===== src/rtl/serial_packet_deframer_core_defines.svh =====
// Assertion macros for the deframer RTL.
`ifndef SERIAL_PACKET_DEFRAMER_CORE_DEFINES_SVH
`define SERIAL_PACKET_DEFRAMER_CORE_DEFINES_SVH

// Same-cycle implication, checked outside reset.
`define SPD_ASSERT_IMPL(label, clk, rst, ante, cons) \
  label: assert property (@(posedge clk) disable iff (rst) (ante) |-> (cons)) \
    else $error("deframer assertion failed");

// Next-cycle implication, checked outside reset.
`define SPD_ASSERT_NEXT(label, clk, rst, ante, cons) \
  label: assert property (@(posedge clk) disable iff (rst) (ante) |=> (cons)) \
    else $error("deframer assertion failed");

`endif


===== src/rtl/spd_pkg.sv =====
package spd_pkg;

  localparam int unsigned AddrW = 5;
  localparam int unsigned DataW = 32;

  // Result status codes.
  localparam logic [1:0] ST_KEPT      = 2'd0;
  localparam logic [1:0] ST_LAST      = 2'd1;
  localparam logic [1:0] ST_DISCARDED = 2'd2;
  localparam logic [1:0] ST_ABANDONED = 2'd3;

  // Register indexes (byte address divided by four).
  localparam logic [2:0] REG_PREAMBLE = 3'd0;
  localparam logic [2:0] REG_MAX_LEN  = 3'd1;
  localparam logic [2:0] REG_MIN_LEN  = 3'd2;
  localparam logic [2:0] REG_OWN_ADDR = 3'd3;
  localparam logic [2:0] REG_NET_ID   = 3'd4;

  typedef struct packed {
    logic [7:0] preamble_value;
    logic [7:0] max_frame_length;
    logic [7:0] min_frame_length;
    logic [7:0] own_address;
    logic [7:0] network_id;
  } cfg_t;

endpackage


===== src/rtl/spd_if.sv =====
interface spd_rx_if;
  logic       valid;
  logic       ready;
  logic [7:0] rx_byte;

  modport source (output valid, output rx_byte, input ready);
  modport sink (input valid, input rx_byte, output ready);
endinterface

interface spd_tx_if;
  logic       valid;
  logic       ready;
  logic [7:0] frame_byte;
  logic [7:0] byte_position;
  logic [1:0] status;

  modport source (output valid, output frame_byte, output byte_position, output status,
                  input ready);
  modport sink (input valid, input frame_byte, input byte_position, input status,
                output ready);
endinterface


===== src/rtl/spd_cfg_regs.sv =====
module spd_cfg_regs (
  input  logic                        clk,
  input  logic                        rst,
  input  logic                        psel,
  input  logic                        penable,
  input  logic                        pwrite,
  input  logic [spd_pkg::AddrW-1:0]   paddr,
  input  logic [spd_pkg::DataW-1:0]   pwdata,
  output logic [spd_pkg::DataW-1:0]   prdata,
  output logic                        pready,
  output spd_pkg::cfg_t               cfg
);

  logic       wr_en;
  logic [2:0] reg_idx;

  assign pready  = 1'b1;
  assign wr_en   = psel && penable && pwrite;
  assign reg_idx = paddr[spd_pkg::AddrW-1:2];

  always_ff @(posedge clk) begin
    if (rst) begin
      cfg.preamble_value   <= 8'd255;
      cfg.max_frame_length <= 8'd128;
      cfg.min_frame_length <= 8'd8;
      cfg.own_address      <= 8'd1;
      cfg.network_id       <= 8'd0;
    end else if (wr_en) begin
      case (reg_idx)
        spd_pkg::REG_PREAMBLE: cfg.preamble_value   <= pwdata[7:0];
        spd_pkg::REG_MAX_LEN:  cfg.max_frame_length <= pwdata[7:0];
        spd_pkg::REG_MIN_LEN:  cfg.min_frame_length <= pwdata[7:0];
        spd_pkg::REG_OWN_ADDR: cfg.own_address      <= pwdata[7:0];
        spd_pkg::REG_NET_ID:   cfg.network_id       <= pwdata[7:0];
        default: ;
      endcase
    end
  end

  always_comb begin
    case (reg_idx)
      spd_pkg::REG_PREAMBLE: prdata = {24'd0, cfg.preamble_value};
      spd_pkg::REG_MAX_LEN:  prdata = {24'd0, cfg.max_frame_length};
      spd_pkg::REG_MIN_LEN:  prdata = {24'd0, cfg.min_frame_length};
      spd_pkg::REG_OWN_ADDR: prdata = {24'd0, cfg.own_address};
      spd_pkg::REG_NET_ID:   prdata = {24'd0, cfg.network_id};
      default:               prdata = '0;
    endcase
  end

endmodule


===== src/rtl/spd_parser.sv =====
module spd_parser (
  input  logic          clk,
  input  logic          rst,
  input  spd_pkg::cfg_t cfg,
  spd_rx_if.sink        rx,
  spd_tx_if.source      tx
);

  localparam logic [2:0] PH_PRE0  = 3'd0;
  localparam logic [2:0] PH_PRE1  = 3'd1;
  localparam logic [2:0] PH_LEN   = 3'd2;
  localparam logic [2:0] PH_ADDR  = 3'd3;
  localparam logic [2:0] PH_NETID = 3'd4;
  localparam logic [2:0] PH_DATA  = 3'd5;

  // Input register.
  logic       in_valid;
  logic [7:0] in_byte;

  // Parse state.
  logic [2:0] phase;
  logic [2:0] phase_next;
  logic [7:0] kept_count;
  logic [7:0] kept_count_next;
  logic [7:0] frame_length;
  logic [7:0] frame_length_next;

  // Result register.
  logic       out_valid;
  logic [7:0] out_byte;
  logic [7:0] out_pos;
  logic [1:0] out_status;

  logic       res_emit;
  logic [7:0] res_pos;
  logic [1:0] res_status;
  logic       out_free;
  logic       advance;
  logic       data_kept;
  logic [7:0] data_count;

  assign out_free = !out_valid || tx.ready;
  assign advance  = in_valid && out_free;
  assign rx.ready = !in_valid || out_free;

  always_ff @(posedge clk) begin
    if (rst) begin
      in_valid <= 1'b0;
    end else if (rx.ready) begin
      in_valid <= rx.valid;
    end
  end

  always_ff @(posedge clk) begin
    if (rx.valid && rx.ready) begin
      in_byte <= rx.rx_byte;
    end
  end

  assign data_kept  = kept_count < frame_length;
  assign data_count = data_kept ? kept_count + 8'd1 : kept_count;

  always_comb begin
    phase_next        = phase;
    kept_count_next   = kept_count;
    frame_length_next = frame_length;
    res_emit          = 1'b0;
    res_pos           = kept_count;
    res_status        = spd_pkg::ST_KEPT;
    case (phase)
      PH_PRE0: begin
        if (in_byte == cfg.preamble_value) phase_next = PH_PRE1;
      end
      PH_PRE1: begin
        phase_next = (in_byte == cfg.preamble_value) ? PH_LEN : PH_PRE0;
      end
      PH_LEN: begin
        if (in_byte <= cfg.max_frame_length && in_byte >= cfg.min_frame_length) begin
          frame_length_next = in_byte;
          kept_count_next   = 8'd1;
          phase_next        = PH_ADDR;
          res_emit          = 1'b1;
          res_pos           = 8'd0;
        end else begin
          phase_next = PH_PRE0;
        end
      end
      PH_ADDR, PH_NETID: begin
        res_emit = 1'b1;
        if (in_byte == ((phase == PH_ADDR) ? cfg.own_address : cfg.network_id)) begin
          kept_count_next = kept_count + 8'd1;
          phase_next      = (phase == PH_ADDR) ? PH_NETID : PH_DATA;
        end else begin
          phase_next = PH_PRE0;
          res_status = spd_pkg::ST_ABANDONED;
        end
      end
      PH_DATA: begin
        res_emit        = 1'b1;
        kept_count_next = data_count;
        if (data_count >= frame_length) begin
          phase_next = PH_PRE0;
          res_status = data_kept ? spd_pkg::ST_LAST : spd_pkg::ST_DISCARDED;
        end
      end
      default: begin
        phase_next = PH_PRE0;
      end
    endcase
  end

  always_ff @(posedge clk) begin
    if (rst) begin
      phase        <= PH_PRE0;
      kept_count   <= 8'd0;
      frame_length <= 8'd0;
    end else if (advance) begin
      phase        <= phase_next;
      kept_count   <= kept_count_next;
      frame_length <= frame_length_next;
    end
  end

  always_ff @(posedge clk) begin
    if (rst) begin
      out_valid <= 1'b0;
    end else if (out_free) begin
      out_valid <= in_valid && res_emit;
    end
  end

  always_ff @(posedge clk) begin
    if (advance && res_emit) begin
      out_byte   <= in_byte;
      out_pos    <= res_pos;
      out_status <= res_status;
    end
  end

  assign tx.valid         = out_valid;
  assign tx.frame_byte    = out_byte;
  assign tx.byte_position = out_pos;
  assign tx.status        = out_status;

endmodule


===== src/rtl/serial_packet_deframer_core.sv =====
// An accepted byte that yields a result passes through the input register, then the
// result register; header and hunt bytes may yield none.
// Throughput: one byte per cycle while the result side takes results; the single-step parse state update sets it.
// Reset (synchronous, active high) returns to the preamble hunt, clears the
// byte count and length, empties both registers and restores register defaults.
`include "serial_packet_deframer_core_defines.svh"

module serial_packet_deframer_core (
  input  logic                      clk,
  input  logic                      rst,
  spd_rx_if.sink                    rx,
  spd_tx_if.source                  tx,
  input  logic                      psel,
  input  logic                      penable,
  input  logic                      pwrite,
  input  logic [spd_pkg::AddrW-1:0] paddr,
  input  logic [spd_pkg::DataW-1:0] pwdata,
  output logic [spd_pkg::DataW-1:0] prdata,
  output logic                      pready
);

  spd_pkg::cfg_t cfg;

  spd_cfg_regs u_cfg_regs (
    .clk     (clk),
    .rst     (rst),
    .psel    (psel),
    .penable (penable),
    .pwrite  (pwrite),
    .paddr   (paddr),
    .pwdata  (pwdata),
    .prdata  (prdata),
    .pready  (pready),
    .cfg     (cfg)
  );

  spd_parser u_parser (
    .clk (clk),
    .rst (rst),
    .cfg (cfg),
    .rx  (rx),
    .tx  (tx)
  );

  // With the result register empty, the input side never stalls.
  `SPD_ASSERT_IMPL(a_ready_when_empty, clk, rst, !tx.valid, rx.ready)
  // A frame can only be abandoned on its address or network id byte.
  `SPD_ASSERT_IMPL(a_abandon_pos, clk, rst, tx.valid && tx.status == spd_pkg::ST_ABANDONED, tx.byte_position == 8'd1 || tx.byte_position == 8'd2)
  // A discard only follows a complete three-byte header.
  `SPD_ASSERT_IMPL(a_discard_pos, clk, rst, tx.valid && tx.status == spd_pkg::ST_DISCARDED, tx.byte_position >= 8'd3)
  // The length byte always opens a frame as a kept item.
  `SPD_ASSERT_IMPL(a_len_kept, clk, rst, tx.valid && tx.byte_position == 8'd0, tx.status == spd_pkg::ST_KEPT)

endmodule


===== src/flat_wrapper.sv =====
// flat-port wrapper written by rule: the top's interface ports become plain ports
module serial_packet_deframer_core_flat 
  (clk, rst, psel, penable, pwrite, paddr, pwdata, prdata, pready, rx_valid, rx_rx_byte, rx_ready, tx_valid, tx_frame_byte, tx_byte_position, tx_status, tx_ready);
  spd_rx_if rx_i ();
  spd_tx_if tx_i ();
  input  logic clk;
  input  logic rst;
  input  logic psel;
  input  logic penable;
  input  logic pwrite;
  input  logic [spd_pkg::AddrW-1:0] paddr;
  input  logic [spd_pkg::DataW-1:0] pwdata;
  output logic [spd_pkg::DataW-1:0] prdata;
  output logic pready;
  input wire logic [$bits(rx_i.valid)-1:0] rx_valid;
  input wire logic [$bits(rx_i.rx_byte)-1:0] rx_rx_byte;
  output wire logic [$bits(rx_i.ready)-1:0] rx_ready;
  output wire logic [$bits(tx_i.valid)-1:0] tx_valid;
  output wire logic [$bits(tx_i.frame_byte)-1:0] tx_frame_byte;
  output wire logic [$bits(tx_i.byte_position)-1:0] tx_byte_position;
  output wire logic [$bits(tx_i.status)-1:0] tx_status;
  input wire logic [$bits(tx_i.ready)-1:0] tx_ready;
  assign rx_i.valid = rx_valid;
  assign rx_i.rx_byte = rx_rx_byte;
  assign rx_ready = rx_i.ready;
  assign tx_valid = tx_i.valid;
  assign tx_frame_byte = tx_i.frame_byte;
  assign tx_byte_position = tx_i.byte_position;
  assign tx_status = tx_i.status;
  assign tx_i.ready = tx_ready;
  serial_packet_deframer_core u_core (.clk(clk), .rst(rst), .rx(rx_i), .tx(tx_i), .psel(psel), .penable(penable), .pwrite(pwrite), .paddr(paddr), .pwdata(pwdata), .prdata(prdata), .pready(pready));
endmodule

===== config.mk =====
export PLATFORM = sky130hd
export DESIGN_NAME = serial_packet_deframer_core_flat
export DESIGN_NICKNAME = d
export VERILOG_FILES = /design/src/rtl/spd_pkg.sv /design/src/rtl/spd_if.sv /design/src/rtl/spd_cfg_regs.sv /design/src/rtl/spd_parser.sv /design/src/rtl/serial_packet_deframer_core.sv /design/src/flat_wrapper.sv
export VERILOG_INCLUDE_DIRS = /design/src /design/src/rtl
export SDC_FILE = /design/constraint.sdc
export NUM_CORES = 1
export LEC_CHECK = 0
export ABC_AREA = 1
export BUFFER_PORTS_ARGS = -buffer_cell sky130_fd_sc_hd__buf_2
export CAP_MARGIN = 20
export CORE_MARGIN = 3
export CORE_UTILIZATION = 50
export DETAILED_ROUTE_END_ITERATION = 6
export GPL_ROUTABILITY_DRIVEN = 0
export PLACE_DENSITY = 0.77
export SYNTH_ARGS = -nofsm -noshare
export SYNTH_HDL_FRONTEND = slang
export SYNTH_SLANG_ARGS = --single-unit
export TNS_END_PERCENT = 20

===== constraint.sdc =====
create_clock -name clk -period 4.6 [get_ports clk]
set_input_delay 0.23 -clock clk [delete_from_list [all_inputs] [get_ports clk]]
set_output_delay 0.23 -clock clk [all_outputs]
set_load 0.01 [all_outputs]

==> results.md, run 1 <==
- Critical path's top delay family: simple AND/OR/NAND/NOR gates
- Max rail drop VDD: roughly 0.19 mV
- Seq/Total Area, Yosys: 0.395
- H-tree Lvls: 3
- Max-slew violations: 0
- Via count: ~4700
- Tcrit/Tclk final: 0.773
- Finished Layout Cells: 873
- Final setup viols: 0
- Bufs on Longest Clock Path: 2
- Slew headroom: 0.548
- N_diodes: 0
- Worst Path Buf+Inv: 1
- Hold WS: about 0.043 ns
- ANT nets after route: 0
- Initial antenna violation count: 0
- Post-layout worst setup margin: approximately 1.0 ns
- Clock transition at the registers of the reported paths: roughly 0.090 ns
- Die W: 107 um
- Startpoint types: flop
- Pre-CTS setup slack: approximately 1.2 ns
- RSZ-0062 raised after global routing: false
- Tightest Hold Check Type: input pin to flop
- Final worst path period need: 3.56 ns
- Most frequent cells in the layout: 159 x nand2_1, 86 x inv_1, 70 x nor2_1, 61 x dfxtp_1, 53 x buf_2
- Crit path cell chain: inv_1 > ha_1 > a21oi_1 > nor2_1 > a211oi_2 > nand2_1 > nand2_1 > and2_1 > ha_1 > a21oi_1 > nor2_1 > nor3_1 > nand3_1 > nor2_1 > nor2_1 > o21ai_0 > nor2_1
- Nets: 819
- Via-to-Cell Ratio: around 5.3
- Final hold violations: 0
- DR WL/cell: about 15 um
- CTS resizes: 0
- Post-DP HPWL: about 9600 um
- First-pass GRT wire length: between 20000 and 25000 um
- Max incr delay on CP: roughly 0.54 ns
- Mux contribution to synthesized area: 0
- Num Clock Sinks: 87
- Initial Util: 0.517
- CP max stage cell: a211oi_2
- Hold Crit Depth: 1
- Clk_lat worst skew: roughly 0.37 ns
- Drt pass-1 iters: 5
- Reg2reg path depth: 17
- Share of Yosys cell area claimed by the top area cell type: 0.241
- Max FO, Critical Path: 10
- WL final: about 13000 um
- CORE AREA: 9820 um^2
- Crit path top cell by count: nor2_1
- Number of I/O pins: ~110
- I/O Buffers: 53
- Total Routing Usage GR: 0.235
- Cell Pwr Density: 286 nW/um^2
- Post-synthesis simple-gate area fraction: 0.267
- Crit Path Category: flop to flop
- CTS Buf Count: 9
- Top FF cell, synth: dfxtp_1
- 1st-iter DRT viols: 288
- Grt ovf: 0
- Mean Syn Cell Area: roughly 7.4 um^2
- Compound-cell area share of the yosys netlist: 0.125
- Critical Path AT: approximately 3.8 ns
- Yosys warns: 0
- Total setup buffers inserted after CTS: 0
- Xor-xnor portion of the synthesized cell area: 0.0155
- Top achievable clock speed: roughly 280 MHz
- Run status: finished, final reports clean
- Layout cells sized above 1: 0.112
- Largest net degree at the start of global routing: between 50 and 60
- Post-synthesis cell type count: 33
- Area growth from synthesis to layout: 10.1%
- Leading area contributor after synthesis: dfxtp_1
- Ys async rst share: 0
- Worst-Margin Slew: between 0.6 and 0.7 ns
- Flops & latches, synth: 87
- CP Capture Type: flop
- Synth Cell Area: 5070 um^2
- Commonest non-fill, non-tap cell in the layout: nand2_1
- Setup TNS: 0 ns
- Die Ht: roughly 110 um
- Vias in the first global route: about 4500
- Max-cap violation count: 0
- CTS Hold Buffers Added: 0
- Post-Syn Instances: between 600 and 700
- Root Buffer Master: clkbuf_8
- Total chip power: roughly 1.6 mW
- P_leak: around 2.6 nW
- CTS tree: yes
- Main combinational cell family by area after synthesis: simple AND/OR/NAND/NOR gates
- Post-Synth Adder-Cell Area: 0.0789
- Worst path required time: 4.85 ns
- EDFF count, synth: 26
- # rows: 36
- DP Cell Count: between 800 and 900
- Die area: roughly 11000 um^2
- Largest cells by area after synthesis: dfxtp_1 24%, edfxtp_1 15%, nand2_1 12%
- Crit path depth: 17
- Clk_skew: about 0.011 ns
- DRC: 0
-- sequential cells by signal (all words and copies together), names as in the netlist --
register                          flops
u_core.u_cfg_regs.cfg                40
u_core.u_parser.frame_length          8
u_core.u_parser.in_byte               8
u_core.u_parser.in_valid              1
u_core.u_parser.kept_count            8
u_core.u_parser.phase                 3
u_core.u_parser.tx.byte_position      8
u_core.u_parser.tx.frame_byte         8
u_core.u_parser.tx.status             2
u_core.u_parser.tx.valid              1
-- routing by layer --
metal | global-route usage | vias to the layer above | routed length (um)
met3 | 0.0427 | 44 | 821
li1 | - | 2291 | -
met5 | 0 | - | 0
met2 | 0.406 | 210 | 6270
met4 | 0.108 | 0 | 506
met1 | 0.283 | 2121 | 5430
-- synthesized netlist by cell type, types with 2 or more instances --
master,n
edfxtp_1,26
xor2_1,9
nand3_1,47
buf_2,3
a221oi_1,7
nand2_1,159
clkbuf_1,11
or2_2,3
o211ai_1,3
nand2_2,3
nand3b_1,4
a21oi_1,44
o21a_1,2
inv_1,86
conb_1,2
dfxtp_1,61
nand4_1,8
o22ai_1,4
and2_1,8
buf_4,27
nor2_1,70
ha_1,32
nor3_1,8
o21ai_0,52
-- report_power, final --
part,switching [mW],internal (mW),total [mW]
Combinational,0.0778,0.0391,0.117
Clock,0.303,0.368,0.671
Sequential,0.0146,0.797,0.811
-- path summary, 6_finish.rpt --
path	startpoint	endpoint	slack (ns)
setup / recovery	u_core.u_parser.frame_length[5]	u_core.u_parser.phase[1]	1.04
hold / removal	rx_rx_byte[1]	u_core.u_parser.in_byte[1]	0.04
setup reg to reg	u_core.u_parser.frame_length[5]	u_core.u_parser.phase[1]	1.04
hold reg to reg	u_core.u_cfg_regs.cfg[18]	u_core.u_cfg_regs.cfg[18]	0.49
-- area by class of cell --
class | count | area [um^2]
Clock buffer | 9 | 124
Clock inverter | 7 | 125
Fill cell | 940 | 4240
Inverter | 87 | 327
Multi-Input combinational cell | 495 | 2560
Sequential cell | 87 | 2000
Tap cell | 133 | 166
Timing Repair Buffer | 55 | 280
-- per-stage QoR --
step,util,cell area [um^2]
floorplan,-,5160
global placement,0.543,5340
detailed placement,0.543,5340
CTS,0.569,5580
finish,0.569,5580
global route,0.569,5580
-- cell families (layout without fill, tap and decap cells) --
kind of cell    after synthesis  after routing
compound gates              115            115
xor+xnor                      9              9
fa+ha+maj                    32             32
buf+inv                     129            158
flops                        87             87
other cells                   2             25
simple gates                314            314
(Power assumes the default switching activity.)
==> inputs of run 2 (changes only) <==
- PLACE_DENSITY: 0.77 -> 0.8
- clock period: 4.6 -> 3.1 ns (I/O delays scaled with it)
==> run 2 against run 1 <==
  * Worst setup slack worse by 0.89 ns
  * Maximum frequency up 21%
  * Combinational power up 55%
  * Sequential cell count unchanged
  * Clock power up 19%
  * First-iteration DRC count up 9.7%
  * Routed wire length down 0.63%
  * Largest cell class unchanged
  * Largest power group unchanged
==> results.md, run 2 (synthesized netlist as in run 1, its figures left out) <==
- H-tree Lvls: 3 (unchanged)
- Setup TNS: 0 ns (unchanged)
- FF-to-FF setup slack: 0.16 ns (-0.89 ns)
- Critical Path AT: 3.22 ns (-0.59 ns)
- Final setup viols: 0 (unchanged)
- Final hold violations: 0 (unchanged)
- Via count: 4793 (+2.7%)
- CTS tree: yes
- Clk_skew: 0.0113 ns (+0.000464 ns)
- Drt pass-1 iters: 5 (unchanged)
- Hold WS: 0.0809 ns (+0.0380 ns)
- CP Capture Type: flop
- Final worst path period need: 2.94 ns (-0.611 ns)
- Top achievable clock speed: 340 MHz (+21%)
- RSZ-0062 raised after global routing: true
- Clk_lat worst skew: 0.37 ns (about the same)
- Clock transition at the registers of the reported paths: 0.09 ns (about the same)
- Worst-Margin Slew: 0.719 ns (+0.0423 ns)
- Vias in the first global route: 4463 (-1.0%)
- Tightest Hold Check Type: input pin to flop
- Area growth from synthesis to layout: 12.4%
- WL final: 13000 um (-0.63%)
- Crit path depth: 19 (+2)
- Max-cap violation count: 0 (unchanged)
- Max-slew violations: 0 (unchanged)
- Slew headroom: 0.517 (-0.0311)
- Layout cells sized above 1: 0.128 (+0.0158)
- Bufs on Longest Clock Path: 2 (unchanged)
- Crit Path Category: flop to flop
- Biggest register: u_core.u_cfg_regs.cfg
- Tcrit/Tclk final: 0.950 (+0.177)
- Commonest non-fill, non-tap cell in the layout: nand2_1
- Grt ovf: 0 (unchanged)
- Nets: 837 (+2.2%)
- Root Buffer Master: clkbuf_8
- 1st-iter DRT viols: 316 (+9.7%)
- I/O Buffers: 53 (unchanged)
- Die W: 107 um (unchanged)
- P_leak: 2.70 nW (+2.1%)
- Worst path required time: 3.37 ns (-1.48 ns)
- N_diodes: 0 (unchanged)
- DRC: 0 (unchanged)
- Largest register FFs: 40 (unchanged)
- Number of I/O pins: 105 (unchanged)
- Max FO, Critical Path: 4 (-6)
- Die Ht: 107 um (unchanged)
- Startpoint types: flop
- CP max stage cell: dfxtp_1
- First-pass GRT wire length: 20800 um (-1.8%)
- Max incr delay on CP: 0.32 ns (-0.22 ns)
- Largest net degree at the start of global routing: 59 (+7.3%)
- CTS Buf Count: 9 (unchanged)
- CORE AREA: 9820 um^2 (unchanged)
- Num Clock Sinks: 87 (unchanged)
- Cell Pwr Density: 383 nW/um^2 (+34%)
- # rows: 36 (unchanged)
- Die area: 11400 um^2 (unchanged)
- Reg2reg path depth: 19 (+2)
- Critical path's top delay family: simple AND/OR/NAND/NOR gates
- Post-DP HPWL: 9470 um (-1.4%)
- Total Routing Usage GR: 0.230 (-0.00509)
- Hold Crit Depth: 3 (+2)
- Max rail drop VDD: 0.261 mV (+38%)
- Via-to-Cell Ratio: 5.38 (+0.65%)
- Crit path cell chain: inv_1 > ha_1 > a21oi_1 > nor2_1 > a211oi_2 > buf_4 > buf_2 > nand3_1 > and2_1 > ha_1 > nand2_1 > o21ai_0 > nand2_1 > nand3_1 > nor2_1 > nor2_2 > nand3_1 > nand2_1 > inv_1
- ANT nets after route: 0 (unchanged)
- DR WL/cell: 14.5 um (-2.6%)
- Initial Util: 0.517 (unchanged)
- Most frequent cells in the layout: 158 x nand2_1, 86 x inv_1, 68 x nor2_1, 59 x dfxtp_1, 54 x buf_2
- Final core utilization: 0.580 (+0.0117)
- Worst Path Buf+Inv: 4 (+3)
- Initial antenna violation count: 0 (unchanged)
- Run status: finished, final reports clean
## run 2: cell count changes in the layout (fill, tap and decap cells not counted), sizes merged
cell	change
clkinv	+2
dlygate4sd3	+9
buf	+9
bufinv	-2
## run 2: layout make-up
type,count,area (um^2)
clock buffers,9,124
clock inverters,7,70.1
fillers,927,4120
inverters,87,327
multi-input cells,495,2570
flip-flops and latches,87,2000
well taps,133,166
repair buffers,73,435
## run 2: power by group
part           internal (mW)  leakage (nW)  switching (mW)  total, mW
registers               1.18         0.741          0.0208       1.20
clock network          0.376         0.102           0.424      0.800
logic                 0.0658          1.86           0.115      0.181
## run 2: stage by stage
step | instance area, um^2 | std cells | setup WS, ns | total power [mW]
2_1_floorplan | 5160 | 711 | 0.292 | 1.35
3_3_place_gp | 5390 | 864 | 0.255 | 1.39
3_5_place_dp | 5390 | 864 | 0.154 | 1.40
4_1_cts | 5670 | 889 | 0.179 | 2.20
5_1_grt | 5700 | 891 | -0.0553 | 2.26
6_report | 5700 | 891 | 0.156 | 2.18
## run 2: path summary, 6_finish.rpt
| path | end | from |
|---|---|---|
| worst max-delay path | u_core.u_parser.phase[0] | u_core.u_parser.frame_length[5] |
| worst min-delay path | u_core.u_cfg_regs.cfg[38] | pwdata[6] |
| worst max register to register | u_core.u_parser.phase[0] | u_core.u_parser.frame_length[5] |
| worst min register to register | u_core.u_cfg_regs.cfg[2] | u_core.u_cfg_regs.cfg[2] |
## run 2: metal layers
| metal | share of wire | GRT usage |
|---|---|---|
| met1 | 0.40 | 0.282 |
| met2 | 0.49 | 0.394 |
| met3 | 0.079 | 0.0415 |
| met4 | 0.031 | 0.0986 |
| met5 | 0 | 0 |
## run 2: worst min-delay path, stage by stage
cell and delay [ns]:
buf_2 0.13, nand2_1 0.06, nand3_1 0.07
## run 2: repair_timing
action,4_1_cts,5_1_grt
setup endpoints to repair,0,5
hold buffers,9,0
buffers inserted,0,1
endpoints found under the hold margin,10,0
gates resized for setup,0,9
==> inputs of run 3 (changes only) <==
- ABC_AREA: 1 -> 0
==> run 3 against run 2 <==
  * The run now ends with DRC left
  * Global-route usage rose by 0.47 points
  * Clock skew fell by 0.0033 ns
  * Non-clock buffer count rose by 32
  * Sequential cell count did not move
  * Sequential power barely moved
  * Area after synthesis rose by 0.30%
  * Routed wire length rose by 7.1%
  * Register-to-register slack got worse by 0.14 ns
  * Final cell count fell by 12%
  * Sequential share of layout area fell by 2.5 points
  * Highest routed layer unchanged
==> results.md, run 3 <==
- Run status: finished, violations left
- Failing checks: DRC
- Number of I/O pins: 105 (unchanged)
- Yosys warns: 0 (unchanged)
- GRT busiest layer: met2
- Max incr delay on CP: 0.43 ns (+0.11 ns)
- Cell Pwr Density: 366 nW/um^2 (-4.5%)
- Final hold violations: 0 (unchanged)
- Clk_skew: 0.00806 ns (-0.00329 ns)
- FF-to-FF setup slack: 0.01 ns (-0.14 ns)
- Hold WS: 0.0205 ns (-0.0604 ns)
- Worst Setup EP: u_core.u_parser.phase[0]
- ANT nets after route: 0 (unchanged)
- Most frequent cells in the layout: 59 x nor2_1, 54 x buf_2, 53 x dfxtp_1, 52 x mux2i_1, 41 x buf_4
- Pre-CTS setup slack: -0.0796 ns (-0.233 ns)
- P_leak: 2.52 nW (-6.8%)
- I/O Buffers: 53 (unchanged)
- H-tree Lvls: 3 (unchanged)
- Max rail drop VDD: 0.294 mV (+13%)
- Initial Util: 0.518 (+0.00153)
- CORE AREA: 9820 um^2 (unchanged)
- Tightest Hold Check Type: input pin to flop
- WL final: 13900 um (+7.1%)
- Total Routing Usage GR: 0.234 (+0.00466)
- Critical Path AT: 3.35 ns (+0.13 ns)
- Met1 usage: 0.299 (+0.0168)
- Top achievable clock speed: 324 MHz (-4.6%)
- Post-layout worst setup margin: 0.0135 ns (-0.142 ns)
- Finished Layout Cells: 788 (-12%)
- Final setup viols: 0 (unchanged)
- 1st-iter DRT viols: 438 (+39%)
- Met2 track demand over resource: 0.380 (-0.0144)
- Reg2reg path depth: 14 (-5)
- Num Clock Sinks: 87 (unchanged)
- Slew headroom: 0.335 (-0.182)
- N_diodes: 0 (unchanged)
- Reg-to-reg critical path endpoint: u_core.u_parser.phase[0]
- Drt pass-1 iters: 7 (+2)
- Startpoint types: flop
- Seq/Total Area, Yosys: 0.394 (-0.00116)
- Crit Path Category: flop to flop
- Top cells by count, synth: 61 x dfxtp_1, 61 x nor2_1, 52 x mux2i_1
- Final worst path period need: 3.09 ns (+0.142 ns)
- RSZ-0062 raised after global routing: true
- CTS Buf Count: 9 (unchanged)
- CP Capture Type: flop
- # rows: 36 (unchanged)
- Leading area contributor after synthesis: dfxtp_1
- Clk_lat worst skew: 0.37 ns (about the same)
- Crit path depth: 14 (-5)
- Largest cells by area after synthesis: dfxtp_1 24%, edfxtp_1 15%, mux2i_1 10%
- Flops & latches, synth: 87 (unchanged)
- Post-Syn Instances: 559 (-19%)
- Die W: 107 um (+0.14%)
- EDFF count, synth: 26 (unchanged)
- Die Ht: 107 um (+0.14%)
- CTS tree: yes
- First-pass GRT wire length: 20800 um (about the same)
- Bufs on Longest Clock Path: 2 (unchanged)
- CP max stage cell: o311a_4
- Post-DP HPWL: 9560 um (+0.95%)
- Final core utilization: 0.627 (+0.0465)
- Biggest register: u_core.u_cfg_regs.cfg
- Worst path required time: 3.37 ns (about the same)
- Die area: 11400 um^2 (+0.28%)
- Crit path top cell by count: o31a_1
- Post-placement cell area: 5610 um^2 (+4.1%)
- Root Buffer Master: clkbuf_8
- Initial antenna violation count: 0 (unchanged)
- Commonest non-fill, non-tap cell in the layout: nor2_1
- Worst Path Buf+Inv: 3 (-1)
- Via-to-Cell Ratio: 5.73 (+6.5%)
- Clock transition at the registers of the reported paths: 0.09 ns (about the same)
- GR Util met3: 0.0409 (-0.000602)
- Via count: 4514 (-5.8%)
- Synth Cell Area: 5090 um^2 (+0.30%)
- Top FF cell, synth: dfxtp_1
- Worst-Margin Slew: 0.985 ns (+0.266 ns)
- Largest net degree at the start of global routing: 48 (-19%)
- Tcrit/Tclk final: 0.996 (+0.0459)
- R2r startpoint: u_core.u_parser.frame_length[5]
- Mean Syn Cell Area: 9.10 um^2 (+23%)
- Nets: 734 (-12%)
- CP Launch Point: u_core.u_parser.frame_length[5]
- Crit path cell chain: inv_2 > ha_4 > nand4_1 > o311a_4 > buf_6 > xnor2_2 > ha_1 > nand2b_4 > a21o_1 > a211oi_2 > o31a_1 > a31oi_4 > inv_1 > o31a_1
- Max FO, Critical Path: 4 (unchanged)
- DRC: 1 (+1)
- Vias in the first global route: 4249 (-4.8%)
- Layout cells sized above 1: 0.238 (+0.110)
- Largest register FFs: 40 (unchanged)
- Max-cap violation count: 0 (unchanged)
- Grt ovf: 0 (unchanged)
- Fin area: 6160 um^2 (+8.0%)
- HP Start: rx_valid
- Post-synthesis cell type count: 60 (+82%)
- Critical path's top delay family: compound AO/OA/AOI/OAI gates
- Max-slew violations: 0 (unchanged)
- Share of Yosys cell area claimed by the top area cell type: 0.240 (-0.000711)
- Area growth from synthesis to layout: 21.0%
- DP Cell Count: 758 (-12%)
- DR WL/cell: 17.6 um (+21%)
- Ys async rst share: 0 (unchanged)
[run 3: layer usage]
layer / vias to the layer above / part of all wire
met5: - / 0
met4: 0 / 0.043
met3: 49 / 0.078
met2: 228 / 0.47
met1: 2102 / 0.40
li1: 2135 / -
[run 3: cell type report]
cell class / instances / area, um^2
Clock buffer: 9 / 124
Multi-Input combinational cell: 405 / 2930
Timing Repair Buffer: 105 / 681
Inverter: 42 / 160
Sequential cell: 87 / 2010
Fill cell: 819 / 3660
Tap cell: 133 / 166
Clock inverter: 7 / 87.6
[run 3: worst min-delay path by stage]
| stage | slack [ns] | cells past startpoint | end |
|---|---|---|---|
| floorplan | 0.25 | 0 | u_core.u_parser.in_byte[0] |
| global placement | 0.34 | 1 | u_core.u_parser.in_byte[3] |
| detailed placement | 0.33 | 1 | u_core.u_parser.in_byte[5] |
| CTS | 0.01 | 3 | u_core.u_parser.in_valid |
| global route | 0.03 | 3 | u_core.u_parser.in_valid |
| finish | 0.02 | 3 | u_core.u_parser.in_valid |
[run 3: metrics by stage]
| stage | setup TNS, ns | power, mW |
|---|---|---|
| after floorplan | 0 | 1.35 |
| after global placement | 0 | 1.39 |
| after detailed placement | -0.154 | 1.40 |
| after CTS | 0 | 2.26 |
| after global routing | -0.552 | 2.33 |
| final | 0 | 2.25 |
[run 3: power breakdown]
part           switching, mW  internal [mW]  total, mW
Combinational          0.123         0.0726      0.196
Clock                  0.416          0.448      0.864
Sequential            0.0122           1.18       1.19
[run 3: what timing repair did]
action,CTS,global route
endpoints found under the setup margin,3,12
buffers inserted,0,5
endpoints found under the hold margin,8,0
gates cloned,0,1
hold buffers,8,0
pin swaps,2,12
gates resized for setup,5,40
[run 3: cell families (layout without fill, tap and decap cells)]
| group | Yosys count | count (layout) | synth area share |
|---|---|---|---|
| AND/OR/NAND/NOR | 159 | 159 | 0.151 |
| XOR/XNOR | 16 | 16 | 0.0275 |
| AO/OA/AOI/OAI | 120 | 120 | 0.156 |
| other | 2 | 25 | 0.00148 |
| multiplexers | 53 | 53 | 0.105 |
| buffers and inverters | 90 | 163 | 0.0873 |
| flip-flops | 87 | 87 | 0.394 |
| adder cells (fa/ha/maj) | 32 | 32 | 0.0787 |
[run 3: tightest hold or removal path: stages]
cell	delay, ns
buf_2	0.10
inv_1	0.04
a21oi_1	0.05
